**src/sv/dct_pkg.sv**
```systemverilog
// ----------------------------------------------------------------------------
// dct_pkg: shared types and constants of the delimiter class tokenizer
// Action and result codes, class bit positions, the queue item and the
// result push bundle used between the front, the back and the result buffer.
// ----------------------------------------------------------------------------
package dct_pkg;

  // default counter widths
  localparam int LINE_COUNT_BITS_DEF  = 20;
  localparam int TOKEN_COUNT_BITS_DEF = 10;

  // input action codes
  typedef enum logic [1:0] {
    ACT_TEXT     = 2'd0,
    ACT_EOI      = 2'd1,
    ACT_OR_CLASS = 2'd2,
    ACT_CLEAR    = 2'd3
  } action_t;

  // result kinds
  localparam logic [1:0] KIND_TOKEN = 2'd0;
  localparam logic [1:0] KIND_LINE  = 2'd1;
  localparam logic [1:0] KIND_EOI   = 2'd2;

  // class bit positions
  localparam int CL_TERM  = 0;
  localparam int CL_SKIP  = 1;
  localparam int CL_COMM  = 2;
  localparam int CL_QUOTE = 3;

  // special bytes
  localparam logic [7:0] CH_NUL = 8'd0;
  localparam logic [7:0] CH_LF  = 8'd10;
  localparam logic [7:0] CH_CR  = 8'd13;

  // front to back queue
  localparam int QDEPTH = 2;
  localparam int QPTR_W = $clog2(QDEPTH);
  localparam int QCNT_W = $clog2(QDEPTH + 1);

  // result buffer
  localparam int RDEPTH    = 4;
  localparam int RPTR_W    = $clog2(RDEPTH);
  localparam int RCNT_W    = $clog2(RDEPTH + 1);
  localparam int MAX_PUSH  = 3;

  // one classified item for the back
  typedef struct packed {
    logic       eoi;
    logic [7:0] data;
    logic [3:0] cls;
  } item_t;

  // fixed part of one result
  typedef struct packed {
    logic [1:0] kind;
    logic [7:0] ch;
    logic       last;
  } res_t;

  // results made by one item
  typedef struct packed {
    logic [1:0]       count;
    res_t [2:0]       slot;
  } push_t;

  // class entry value after a table clear
  function automatic logic [3:0] class_reset(input logic [7:0] idx);
    class_reset = (idx == CH_NUL) ? 4'b0001 : 4'b0000;
  endfunction

endpackage

```
**src/sv/dct_front.sv**
```systemverilog
// ----------------------------------------------------------------------------
// dct_front: input acceptance and class lookup
// Holds the 256-entry class table, applies table writes and clears, and
// hands text bytes and end-of-input items with their class to the queue.
// ----------------------------------------------------------------------------
module dct_front (
  input  logic               clk,
  input  logic               rst_n,
  input  logic               in_valid,
  output logic               in_stall,
  input  logic [1:0]         in_action,
  input  logic [7:0]         in_data_byte,
  input  logic [3:0]         in_class_bits,
  output logic               q_push,
  output dct_pkg::item_t     q_item,
  input  logic               q_full
);

  logic [3:0]   cls_mem [256];
  logic [255:0] tbl_vld_r;
  logic         s1_v_r;
  logic         s1_eoi_r;
  logic [7:0]   s1_byte_r;
  logic [3:0]   rd_r;
  logic         rdv_r;

  logic         accept;
  logic         ld;
  logic         tbl_we;
  logic         tbl_clr;
  logic [3:0]   wmask;
  logic [3:0]   wdata;
  logic         s1_v_nxt;

  // handshake and action decode
  assign in_stall = s1_v_r && q_full;
  assign accept   = in_valid && !in_stall;
  assign q_push   = s1_v_r && !q_full;

  always_comb begin
    ld      = 1'b0;
    tbl_we  = 1'b0;
    tbl_clr = 1'b0;
    if (accept) begin
      unique case (dct_pkg::action_t'(in_action))
        dct_pkg::ACT_TEXT:     ld      = 1'b1;
        dct_pkg::ACT_EOI:      ld      = 1'b1;
        dct_pkg::ACT_OR_CLASS: tbl_we  = 1'b1;
        dct_pkg::ACT_CLEAR:    tbl_clr = 1'b1;
        default:               ld      = 1'b0;
      endcase
    end
  end

  // an entry not yet written since clear takes its clear value plus the new bits
  always_comb begin
    if (tbl_vld_r[in_data_byte]) begin
      wmask = in_class_bits;
      wdata = 4'hF;
    end else begin
      wmask = 4'hF;
      wdata = dct_pkg::class_reset(in_data_byte) | in_class_bits;
    end
  end

  // class table storage with per-bit write and registered read
  always_ff @(posedge clk) begin
    if (tbl_we) begin
      for (int k = 0; k < 4; k++) begin
        if (wmask[k]) cls_mem[in_data_byte][k] <= wdata[k];
      end
    end
    if (ld) begin
      rd_r <= cls_mem[in_data_byte];
    end
  end

  // entry valid bits
  always_ff @(posedge clk) begin
    if (!rst_n) begin
      tbl_vld_r <= '0;
    end else if (tbl_clr) begin
      tbl_vld_r <= '0;
    end else if (tbl_we) begin
      tbl_vld_r[in_data_byte] <= 1'b1;
    end
  end

  // lookup stage
  always_comb begin
    if (accept) s1_v_nxt = ld;
    else if (q_push) s1_v_nxt = 1'b0;
    else s1_v_nxt = s1_v_r;
  end

  always_ff @(posedge clk) begin
    if (!rst_n) begin
      s1_v_r <= 1'b0;
    end else begin
      s1_v_r <= s1_v_nxt;
    end
    if (ld) begin
      s1_eoi_r  <= (in_action == dct_pkg::ACT_EOI);
      s1_byte_r <= in_data_byte;
      rdv_r     <= tbl_vld_r[in_data_byte];
    end
  end

  // classified item
  assign q_item.eoi  = s1_eoi_r;
  assign q_item.data = s1_byte_r;
  assign q_item.cls  = rdv_r ? rd_r : dct_pkg::class_reset(s1_byte_r);

endmodule

```
**src/sv/dct_queue.sv**
```systemverilog
// ----------------------------------------------------------------------------
// dct_queue: short item queue between front and back
// A small register queue so that the lookup and the tokenizer stall apart.
// ----------------------------------------------------------------------------
module dct_queue (
  input  logic           clk,
  input  logic           rst_n,
  input  logic           push,
  input  dct_pkg::item_t push_item,
  output logic           full,
  input  logic           pop,
  output logic           pop_valid,
  output dct_pkg::item_t pop_item
);

  dct_pkg::item_t               ent_r [dct_pkg::QDEPTH];
  logic [dct_pkg::QPTR_W-1:0]   wp_r;
  logic [dct_pkg::QPTR_W-1:0]   rp_r;
  logic [dct_pkg::QCNT_W-1:0]   cnt_r;
  logic [dct_pkg::QCNT_W-1:0]   cnt_nxt;

  assign full      = (cnt_r == dct_pkg::QCNT_W'(dct_pkg::QDEPTH));
  assign pop_valid = (cnt_r != '0);
  assign pop_item  = ent_r[rp_r];

  // occupancy
  always_comb begin
    cnt_nxt = cnt_r;
    if (push && !(pop && pop_valid)) cnt_nxt = cnt_r + 1'b1;
    else if (!push && pop && pop_valid) cnt_nxt = cnt_r - 1'b1;
  end

  always_ff @(posedge clk) begin
    if (!rst_n) begin
      wp_r  <= '0;
      rp_r  <= '0;
      cnt_r <= '0;
    end else begin
      if (push) wp_r <= wp_r + 1'b1;
      if (pop && pop_valid) rp_r <= rp_r + 1'b1;
      cnt_r <= cnt_nxt;
    end
    if (push) ent_r[wp_r] <= push_item;
  end

endmodule

```
**src/sv/dct_back.sv**
```systemverilog
// ----------------------------------------------------------------------------
// dct_back: line and token stages
// Folds line ends, drops comment tails, tracks quotes and cuts tokens,
// making up to three results for each item it takes.
// ----------------------------------------------------------------------------
module dct_back #(
  parameter int LINE_COUNT_BITS  = dct_pkg::LINE_COUNT_BITS_DEF,
  parameter int TOKEN_COUNT_BITS = dct_pkg::TOKEN_COUNT_BITS_DEF
) (
  input  logic                        clk,
  input  logic                        rst_n,
  input  logic                        q_valid,
  input  dct_pkg::item_t              q_item,
  input  logic                        space_ok,
  output logic                        q_pop,
  output dct_pkg::push_t              push,
  output logic [LINE_COUNT_BITS-1:0]  res_line,
  output logic [TOKEN_COUNT_BITS-1:0] res_index
);

  typedef enum logic [1:0] {
    LEM_NORMAL   = 2'd0,
    LEM_AFTER_CR = 2'd1,
    LEM_FLUSH    = 2'd2
  } lem_t;

  localparam logic [LINE_COUNT_BITS-1:0]  LINE_SAT  = {LINE_COUNT_BITS{1'b1}};
  localparam logic [TOKEN_COUNT_BITS-1:0] TOKEN_SAT = {TOKEN_COUNT_BITS{1'b1}};

  lem_t                        lem_r, lem_nxt;
  logic [7:0]                  lq_r, lq_nxt;
  logic [LINE_COUNT_BITS-1:0]  lc_r, lc_nxt;
  logic                        lne_r, lne_nxt;
  logic [7:0]                  tq_r, tq_nxt;
  logic                        ts_r, ts_nxt;
  logic                        hv_r, hv_nxt;
  logic [7:0]                  hc_r, hc_nxt;
  logic [TOKEN_COUNT_BITS-1:0] tc_r, tc_nxt;

  logic fire;

  assign fire  = q_valid && space_ok;
  assign q_pop = fire;

  // per-item line and token update
  always_comb begin
    logic [7:0]       b;
    logic [3:0]       cl;
    logic             drop;
    logic             lf_unc;
    logic             end_line;
    logic             count;
    logic             finish;
    logic             store;
    logic [1:0]       n;
    dct_pkg::res_t [3:0] sl;

    lem_nxt   = lem_r;
    lq_nxt    = lq_r;
    lc_nxt    = lc_r;
    lne_nxt   = lne_r;
    tq_nxt    = tq_r;
    ts_nxt    = ts_r;
    hv_nxt    = hv_r;
    hc_nxt    = hc_r;
    tc_nxt    = tc_r;
    b         = q_item.data;
    cl        = q_item.cls;
    drop      = 1'b0;
    lf_unc    = 1'b0;
    end_line  = 1'b0;
    count     = 1'b0;
    finish    = 1'b0;
    store     = 1'b0;
    n         = 2'd0;
    sl        = '0;
    res_index = tc_r;
    res_line  = lc_r;

    if (fire) begin
      if (q_item.eoi) begin
        // end of input: finish a line with content, then report
        if (lne_r) begin
          if (lem_r == LEM_AFTER_CR) lem_nxt = LEM_NORMAL;
          finish = 1'b1;
        end
      end else if (lem_r == LEM_FLUSH) begin
        // comment tail: drop until a line end
        if (b == dct_pkg::CH_CR) lem_nxt = LEM_AFTER_CR;
        else if (b == dct_pkg::CH_LF) lem_nxt = LEM_NORMAL;
      end else begin
        if (lem_r == LEM_AFTER_CR && b == dct_pkg::CH_LF) begin
          if (lq_r == 8'd0) drop = 1'b1;
          else lf_unc = 1'b1;
        end
        lem_nxt = LEM_NORMAL;
        if (!drop) begin
          // line end detection
          priority if (b == dct_pkg::CH_NUL) begin
            end_line = 1'b1;
          end else if (b == dct_pkg::CH_CR) begin
            count    = 1'b1;
            lem_nxt  = LEM_AFTER_CR;
            end_line = (lq_r == 8'd0);
          end else if (lq_r == 8'd0 && cl[dct_pkg::CL_COMM]) begin
            count    = 1'b1;
            lem_nxt  = LEM_FLUSH;
            end_line = 1'b1;
          end else if (b == dct_pkg::CH_LF) begin
            count    = !lf_unc;
            end_line = (lq_r == 8'd0);
          end else begin
            end_line = 1'b0;
          end
          if (count && lc_r != LINE_SAT) lc_nxt = lc_r + 1'b1;
          res_line = lc_nxt;

          if (end_line) begin
            finish = 1'b1;
          end else begin
            // line quote tracking
            if (cl[dct_pkg::CL_QUOTE]) begin
              if (lq_r == 8'd0) lq_nxt = b;
              else if (b == lq_r) lq_nxt = 8'd0;
            end
            lne_nxt = 1'b1;

            // token quote tracking
            if (cl[dct_pkg::CL_QUOTE]) begin
              if (tq_r == 8'd0) tq_nxt = b;
              else if (b == tq_r) tq_nxt = 8'd0;
            end
            store = !cl[dct_pkg::CL_SKIP] || (tq_nxt != 8'd0 && tq_nxt != b);

            // keep the character, sending out the one held before it
            if (store) begin
              if (!ts_r) begin
                ts_nxt = 1'b1;
                if (tc_r != TOKEN_SAT) tc_nxt = tc_r + 1'b1;
              end
              if (hv_r) begin
                sl[n] = '{kind: dct_pkg::KIND_TOKEN, ch: hc_r, last: 1'b0};
                n     = n + 2'd1;
              end
              hc_nxt = b;
              hv_nxt = 1'b1;
            end

            // terminator closes the token
            if (tq_nxt == 8'd0 && ts_nxt && cl[dct_pkg::CL_TERM]) begin
              if (hv_nxt) begin
                sl[n] = '{kind: dct_pkg::KIND_TOKEN, ch: hc_nxt, last: 1'b1};
                n     = n + 2'd1;
              end
              hv_nxt = 1'b0;
              ts_nxt = 1'b0;
            end
            res_index = tc_nxt;
          end
        end
      end

      // line finish: flush held character and report the line end
      if (finish) begin
        if (hv_r) begin
          sl[n] = '{kind: dct_pkg::KIND_TOKEN, ch: hc_r, last: 1'b1};
          n     = n + 2'd1;
        end
        sl[n]   = '{kind: dct_pkg::KIND_LINE, ch: 8'd0, last: 1'b0};
        n       = n + 2'd1;
        hv_nxt  = 1'b0;
        ts_nxt  = 1'b0;
        tq_nxt  = 8'd0;
        tc_nxt  = '0;
        lq_nxt  = 8'd0;
        lne_nxt = 1'b0;
      end

      if (q_item.eoi) begin
        sl[n]  = '{kind: dct_pkg::KIND_EOI, ch: 8'd0, last: 1'b0};
        n      = n + 2'd1;
        lc_nxt = '0;
      end
    end

    push.count = n;
    push.slot  = sl[2:0];
  end

  // state
  always_ff @(posedge clk) begin
    if (!rst_n) begin
      lem_r <= LEM_NORMAL;
      lq_r  <= 8'd0;
      lc_r  <= '0;
      lne_r <= 1'b0;
      tq_r  <= 8'd0;
      ts_r  <= 1'b0;
      hv_r  <= 1'b0;
      hc_r  <= 8'd0;
      tc_r  <= '0;
    end else begin
      lem_r <= lem_nxt;
      lq_r  <= lq_nxt;
      lc_r  <= lc_nxt;
      lne_r <= lne_nxt;
      tq_r  <= tq_nxt;
      ts_r  <= ts_nxt;
      hv_r  <= hv_nxt;
      hc_r  <= hc_nxt;
      tc_r  <= tc_nxt;
    end
  end

endmodule

```
**src/sv/dct_result_buf.sv**
```systemverilog
// ----------------------------------------------------------------------------
// dct_result_buf: result buffer
// Takes up to three results in a cycle and hands them out one at a time.
// ----------------------------------------------------------------------------
module dct_result_buf #(
  parameter int LINE_COUNT_BITS  = dct_pkg::LINE_COUNT_BITS_DEF,
  parameter int TOKEN_COUNT_BITS = dct_pkg::TOKEN_COUNT_BITS_DEF
) (
  input  logic                        clk,
  input  logic                        rst_n,
  input  dct_pkg::push_t              push,
  input  logic [LINE_COUNT_BITS-1:0]  res_line,
  input  logic [TOKEN_COUNT_BITS-1:0] res_index,
  output logic                        space_ok,
  output logic                        out_valid,
  input  logic                        out_stall,
  output logic [1:0]                  out_kind,
  output logic [7:0]                  out_token_char,
  output logic                        out_token_last,
  output logic [LINE_COUNT_BITS-1:0]  out_line_number,
  output logic [TOKEN_COUNT_BITS-1:0] out_token_index
);

  dct_pkg::res_t                 ent_r  [dct_pkg::RDEPTH];
  logic [LINE_COUNT_BITS-1:0]    line_r [dct_pkg::RDEPTH];
  logic [TOKEN_COUNT_BITS-1:0]   idx_r  [dct_pkg::RDEPTH];
  logic [dct_pkg::RPTR_W-1:0]    wp_r;
  logic [dct_pkg::RPTR_W-1:0]    rp_r;
  logic [dct_pkg::RCNT_W-1:0]    cnt_r;
  logic                          pop;

  assign space_ok  = (cnt_r <= dct_pkg::RCNT_W'(dct_pkg::RDEPTH - dct_pkg::MAX_PUSH));
  assign out_valid = (cnt_r != '0);
  assign pop       = out_valid && !out_stall;

  assign out_kind        = ent_r[rp_r].kind;
  assign out_token_char  = ent_r[rp_r].ch;
  assign out_token_last  = ent_r[rp_r].last;
  assign out_line_number = line_r[rp_r];
  assign out_token_index = idx_r[rp_r];

  // pointers and occupancy
  always_ff @(posedge clk) begin
    if (!rst_n) begin
      wp_r  <= '0;
      rp_r  <= '0;
      cnt_r <= '0;
    end else begin
      wp_r  <= wp_r + dct_pkg::RPTR_W'(push.count);
      if (pop) rp_r <= rp_r + 1'b1;
      cnt_r <= cnt_r + dct_pkg::RCNT_W'(push.count) - dct_pkg::RCNT_W'(pop);
    end
  end

  // entry writes; line number is zero for end of input, index only on characters
  always_ff @(posedge clk) begin
    for (int i = 0; i < dct_pkg::MAX_PUSH; i++) begin
      if (2'(i) < push.count) begin
        ent_r[dct_pkg::RPTR_W'(wp_r + i)]  <= push.slot[i];
        line_r[dct_pkg::RPTR_W'(wp_r + i)] <=
          (push.slot[i].kind == dct_pkg::KIND_EOI) ? '0 : res_line;
        idx_r[dct_pkg::RPTR_W'(wp_r + i)]  <=
          (push.slot[i].kind == dct_pkg::KIND_TOKEN) ? res_index : '0;
      end
    end
  end

endmodule

```
**src/sv/delimiter_class_tokenizer.sv**
```systemverilog
// ----------------------------------------------------------------------------
// delimiter_class_tokenizer: byte stream tokenizer with class table
// Cuts text into lines and tokens using loadable per-byte class bits.
// ----------------------------------------------------------------------------
// The block takes one item per clock unless it stalls: text bytes, end of
// input, class table writes and table clears. A text byte is looked up in
// the 256-entry class table in the cycle after it is accepted (registered
// table read), then passes a two-entry queue to the line and token stages,
// which handle one item per cycle while the result buffer has room and make
// up to three results. Results leave one per cycle from a four-entry buffer
// unless the receiver stalls, so the sustained rate is one item per cycle
// while items give at most one result each; an item with more results holds
// the output until all have left, and the token stages wait whenever the
// buffer has room for fewer than three. An item passes the lookup register
// and the queue, and its first result the result buffer, before showing. The
// table works straight after reset and after a clear, with no clearing pass.
module delimiter_class_tokenizer #(
  parameter int LINE_COUNT_BITS  = dct_pkg::LINE_COUNT_BITS_DEF,
  parameter int TOKEN_COUNT_BITS = dct_pkg::TOKEN_COUNT_BITS_DEF
) (
  input  logic                        clk,
  input  logic                        rst_n,
  input  logic                        in_valid,
  output logic                        in_stall,
  input  logic [1:0]                  in_action,
  input  logic [7:0]                  in_data_byte,
  input  logic [3:0]                  in_class_bits,
  output logic                        out_valid,
  input  logic                        out_stall,
  output logic [1:0]                  out_kind,
  output logic [7:0]                  out_token_char,
  output logic                        out_token_last,
  output logic [LINE_COUNT_BITS-1:0]  out_line_number,
  output logic [TOKEN_COUNT_BITS-1:0] out_token_index
);

  logic                        q_push;
  logic                        q_full;
  logic                        q_pop;
  logic                        q_valid;
  dct_pkg::item_t              q_in_item;
  dct_pkg::item_t              q_out_item;
  logic                        space_ok;
  dct_pkg::push_t              push;
  logic [LINE_COUNT_BITS-1:0]  res_line;
  logic [TOKEN_COUNT_BITS-1:0] res_index;

  // input side and class lookup
  dct_front u_front (
    .clk           (clk),
    .rst_n         (rst_n),
    .in_valid      (in_valid),
    .in_stall      (in_stall),
    .in_action     (in_action),
    .in_data_byte  (in_data_byte),
    .in_class_bits (in_class_bits),
    .q_push        (q_push),
    .q_item        (q_in_item),
    .q_full        (q_full)
  );

  // item queue
  dct_queue u_queue (
    .clk       (clk),
    .rst_n     (rst_n),
    .push      (q_push),
    .push_item (q_in_item),
    .full      (q_full),
    .pop       (q_pop),
    .pop_valid (q_valid),
    .pop_item  (q_out_item)
  );

  // line and token stages
  dct_back #(
    .LINE_COUNT_BITS  (LINE_COUNT_BITS),
    .TOKEN_COUNT_BITS (TOKEN_COUNT_BITS)
  ) u_back (
    .clk       (clk),
    .rst_n     (rst_n),
    .q_valid   (q_valid),
    .q_item    (q_out_item),
    .space_ok  (space_ok),
    .q_pop     (q_pop),
    .push      (push),
    .res_line  (res_line),
    .res_index (res_index)
  );

  // result buffer
  dct_result_buf #(
    .LINE_COUNT_BITS  (LINE_COUNT_BITS),
    .TOKEN_COUNT_BITS (TOKEN_COUNT_BITS)
  ) u_rbuf (
    .clk             (clk),
    .rst_n           (rst_n),
    .push            (push),
    .res_line        (res_line),
    .res_index       (res_index),
    .space_ok        (space_ok),
    .out_valid       (out_valid),
    .out_stall       (out_stall),
    .out_kind        (out_kind),
    .out_token_char  (out_token_char),
    .out_token_last  (out_token_last),
    .out_line_number (out_line_number),
    .out_token_index (out_token_index)
  );

  // nothing to deliver straight after reset
  a_reset_empty: assert property (@(posedge clk) !rst_n |=> !out_valid)
    else $error("result shown right after reset");

  // the input only waits on a lookup that cannot move on
  a_stall_cause: assert property (@(posedge clk) disable iff (!rst_n)
    in_stall |-> (q_full && !q_push))
    else $error("input stalled with room in the queue");

  // a token character always carries a one-based index
  a_token_index: assert property (@(posedge clk) disable iff (!rst_n)
    (out_valid && out_kind == dct_pkg::KIND_TOKEN) |-> (out_token_index != '0))
    else $error("token character without token index");

  // end of input reports a cleared line counter and no token fields
  a_eoi_fields: assert property (@(posedge clk) disable iff (!rst_n)
    (out_valid && out_kind == dct_pkg::KIND_EOI) |->
      (out_line_number == '0 && out_token_index == '0 && out_token_char == 8'd0))
    else $error("end of input result with stale fields");

endmodule

```
**config.mk**
```make
export PLATFORM = sky130hd
export DESIGN_NAME = delimiter_class_tokenizer
export DESIGN_NICKNAME = d
export VERILOG_FILES = /design/src/sv/dct_pkg.sv /design/src/sv/dct_front.sv /design/src/sv/dct_queue.sv /design/src/sv/dct_back.sv /design/src/sv/dct_result_buf.sv /design/src/sv/delimiter_class_tokenizer.sv
export SDC_FILE = /design/constraint.sdc
export NUM_CORES = 2
export LEC_CHECK = 0
export ABC_CLOCK_PERIOD_IN_PS = 15400
export BUFFER_PORTS_ARGS = -buffer_cell sky130_fd_sc_hd__buf_2
export CAP_MARGIN = 20
export CORE_MARGIN = 2
export CORE_UTILIZATION = 54
export DETAILED_ROUTE_END_ITERATION = 6
export PLACE_DENSITY_LB_ADDON = 0.12
export SYNTH_ARGS = -nofsm -noshare
export SYNTH_HDL_FRONTEND = slang
export SYNTH_SLANG_ARGS = --single-unit
```
**constraint.sdc**
```tcl
create_clock -name clk -period 15.4 [get_ports clk]
set_input_delay 3.08 -clock clk [delete_from_list [all_inputs] [get_ports clk]]
set_output_delay 3.08 -clock clk [all_outputs]
set_load 0.05 [all_outputs]
```
==> out/metrics.cfg <==
[outcome]
status=completed

[sta]
rsz0062_at_grt=false
finalCritPeriodShare_pct=59.0
setup_viol=0
worstMarginPinSlew_ps=1430
slew_headroom_pct=4.47
maxSlewViolCount=0
fin_skew_ps=25.5
fmax_mhz=110
hold_viol=0
whs_ps=449
tns_ps=0
final.min_clock_period_ps=9090

[route]
first_iter_violations=4845
drt_first_pass_iters=6
vias=43200
detail_route.vias_per_cell=6.26
wl_per_cell_microns=24.8
wl_microns=171000
antenna_left=0
drc=0

[placed_design]
place_area_sq_um=70500
portBuffers=60
dpl.hpwl_microns=99700
gp_congestion=0.847

[grt]
antenna_found_initial=3
grt_pass1_wl_microns=262000
grt_remaining_overflow=0
grt_pass1_vias=42700
grt_usage_pct=26.3
grt_max_degree=257

[clock_tree]
path_clk_slew_ps=60
tritoncts=yes
clockBufferDepth=3
clock_sinks=1558
numCtsBuffers=162
clk_latency_ps=800
post_cts_buffers=0
root_buffer=clkbuf_16
h-tree-depth=4
post_cts_resized=0
cts_hold_buf=0

[synthesis]
synth_edf_count=1228
ys.flop_type=edfxtp_1
synth_seq_cells=1558
synth_warnings=0
syn-num-nets=5256
netlist-cell-type-count=83
synth_top_area_cell=edfxtp_1
yosysSeqAreaShare_pct=63.3
synthTopCellsByArea=edfxtp_1 54%, mux4_2 15%, dfxtp_1 9.6%, nor2_1 6.8%, nor3_1 2.6%
synth_top_area_share_pct=53.7
yosysMostFrequentCell=nor2_1
syn-mean-instance-area_sq_um=13.2
syn_area_sq_um=68700
synthTopCellsByCount=1239 x nor2_1, 1228 x edfxtp_1, 445 x mux4_2
synth_cells=5220
asyncSetResetFlopFracSynth_pct=0

[layout]
drive_above_1_share_pct=18.0
final_design_area_no_fill_sq_um=75800
fin_nets=5145
final.fill_count=9860
area_growth_pct=10.4

[worst_setup_path]
cp.required_ps=15820
crit_type=in2reg
worstPathMaxFanout=105
cp-end-kind=flip-flop
worst_setup_path_start_kind=primary input
cp_data_arrival_time_ps=9510

[power]
p_leak_nw=25.8
power.density_nw_per_um2=127
p_sw_share_pct=25.8
p_comb_share_pct=12.1
pwr-share-seq_pct=48.1
p_int_mw=7.17
clockPowerShare_pct=39.8
vdd_drop_max_uv=131
power.switching_mw=2.49

[floorplanning]
start_util_pct=54.6
fp.dieH_microns=361
dieWidth_microns=361
io_pins=61
core_area_sq_um=126000
std_cell_rows=130
dieArea_sq_um=130000

[flow_run]
maxCapViolations=0

[hold_path]
hold_class=reg2reg

registers in the layout, indices dropped and copies added (netlist names), 10 cells and up, named ones only:
register           count
u_front.cls_mem     1024
u_front.tbl_vld_r    256
u_rbuf.line_r         80
u_rbuf.ent_r          44
u_rbuf.idx_r          40
u_queue.ent_r         26
u_back.lc_r           20
u_back.tc_r           10
metrics by stage:
step | cells | utilization [%] | setup WS (ps) | total power, mW
2_1_floorplan | 5220 | - | 6070 | 5.59
3_3_place_gp | 6588 | 56.0 | 5510 | 5.90
3_5_place_dp | 6589 | 56.0 | 5390 | 5.91
4_1_cts | 6890 | 60.1 | 6250 | 9.73
5_1_grt | 6896 | 60.2 | 6030 | 9.97
6_report | 6897 | 60.2 | 6310 | 9.66
path summary, 6_finish.rpt:
check | from | endpoint | slack [ps] | depth (start not counted)
worst min-delay path | u_front.s1_eoi_r$_DFFE_PP_ | u_queue.ent_r[1][12]$_DFFE_PP_ | 450 | 0
worst min register to register | u_front.s1_eoi_r$_DFFE_PP_ | u_queue.ent_r[1][12]$_DFFE_PP_ | 450 | 0
worst max-delay path | in_data_byte[1] | u_front.cls_mem[124][3]$_DFFE_PP_ | 6310 | 12
worst max register to register | flip-flop | u_rbuf.idx_r[1][8]$_DFFE_PP_ | 6900 | 26
cell type report:
| cell class | count | area (sq um) | area share (%) |
|---|---|---|---|
| Timing Repair Buffer | 179 | 1330 | 1.75 |
| Clock inverter | 74 | 726 | 0.957 |
| Tap cell | 1650 | 2060 | 2.72 |
| Sequential cell | 1558 | 43500 | 57.4 |
| Antenna cell | 1 | 2.50 | 0.00330 |
| Clock buffer | 227 | 4530 | 5.97 |
| Multi-Input combinational cell | 3182 | 23600 | 31.1 |
| Inverter | 26 | 97.6 | 0.129 |
metal layers:
layer / global-route usage, % / vias to the layer above / part of all wire, %
li1: - / 19200 / -
met1: 37.0 / 22100 / 41
met2: 43.1 / 1673 / 49
met3: 3.99 / 255 / 7.4
met4: 7.48 / 0 / 2.3
met5: 0 / - / 0
logic make-up (layout without fill, tap and decap cells):
| group | count (synthesis) | count (layout) | share of synthesized area, % |
|---|---|---|---|
| buffers and inverters | 480 | 506 | 2.80 |
| AO/OA/AOI/OAI | 514 | 514 | 4.50 |
| multiplexers | 496 | 496 | 15.4 |
| AND/OR/NAND/NOR | 2089 | 2089 | 12.8 |
| XOR/XNOR | 65 | 65 | 0.829 |
| other | 0 | 1 | 0 |
| flip-flops | 1558 | 1558 | 63.3 |
| adder cells (fa/ha/maj) | 18 | 18 | 0.339 |
worst max-delay path: stages:
cell and delay [ps]:
buf_8 520, buf_4 620, buf_4 550, mux4_2 390
mux4_2 470, mux4_2 470, nor2b_1 170, a211o_1 300
a21oi_2 840, nand2b_4 590, buf_4 550, buf_4 540
placed cells by master (no fill, tap or decap), drive strengths merged, types with 16 or more instances in the layout:
cell    synthesis  routed
nand2b         17      17
mux4          445     445
nor2b          16      16
a211oi         23      23
ha             17      17
buf           128     179
mux2i          38      38
nor3          356     356
and2           16      16
o21ai          49      49
o211ai         18      18
inv            26      35
nand2         301     301
nor2         1240    1240
or3            16      16
a31oi          82      82
edfxtp       1228    1228
xnor2          43      43
clkbuf        326     227
a22oi          22      22
dfxtp         330     330
nor4           19      19
a21oi         253     253
xor2           22      22
nand3          49      49
clkinv          0      54
power by group through the flow:
stage / clock network, mW / logic (mW) / registers (mW)
6_report: 3.85 / 1.17 / 4.64
5_1_grt: 4.08 / 1.25 / 4.65
4_1_cts: 3.91 / 1.18 / 4.64
3_5_place_dp: 0 / 1.18 / 4.73
3_3_place_gp: 0 / 1.17 / 4.73
2_1_floorplan: 0 / 0.849 / 4.74
Power figures use the tool's default switching activity.
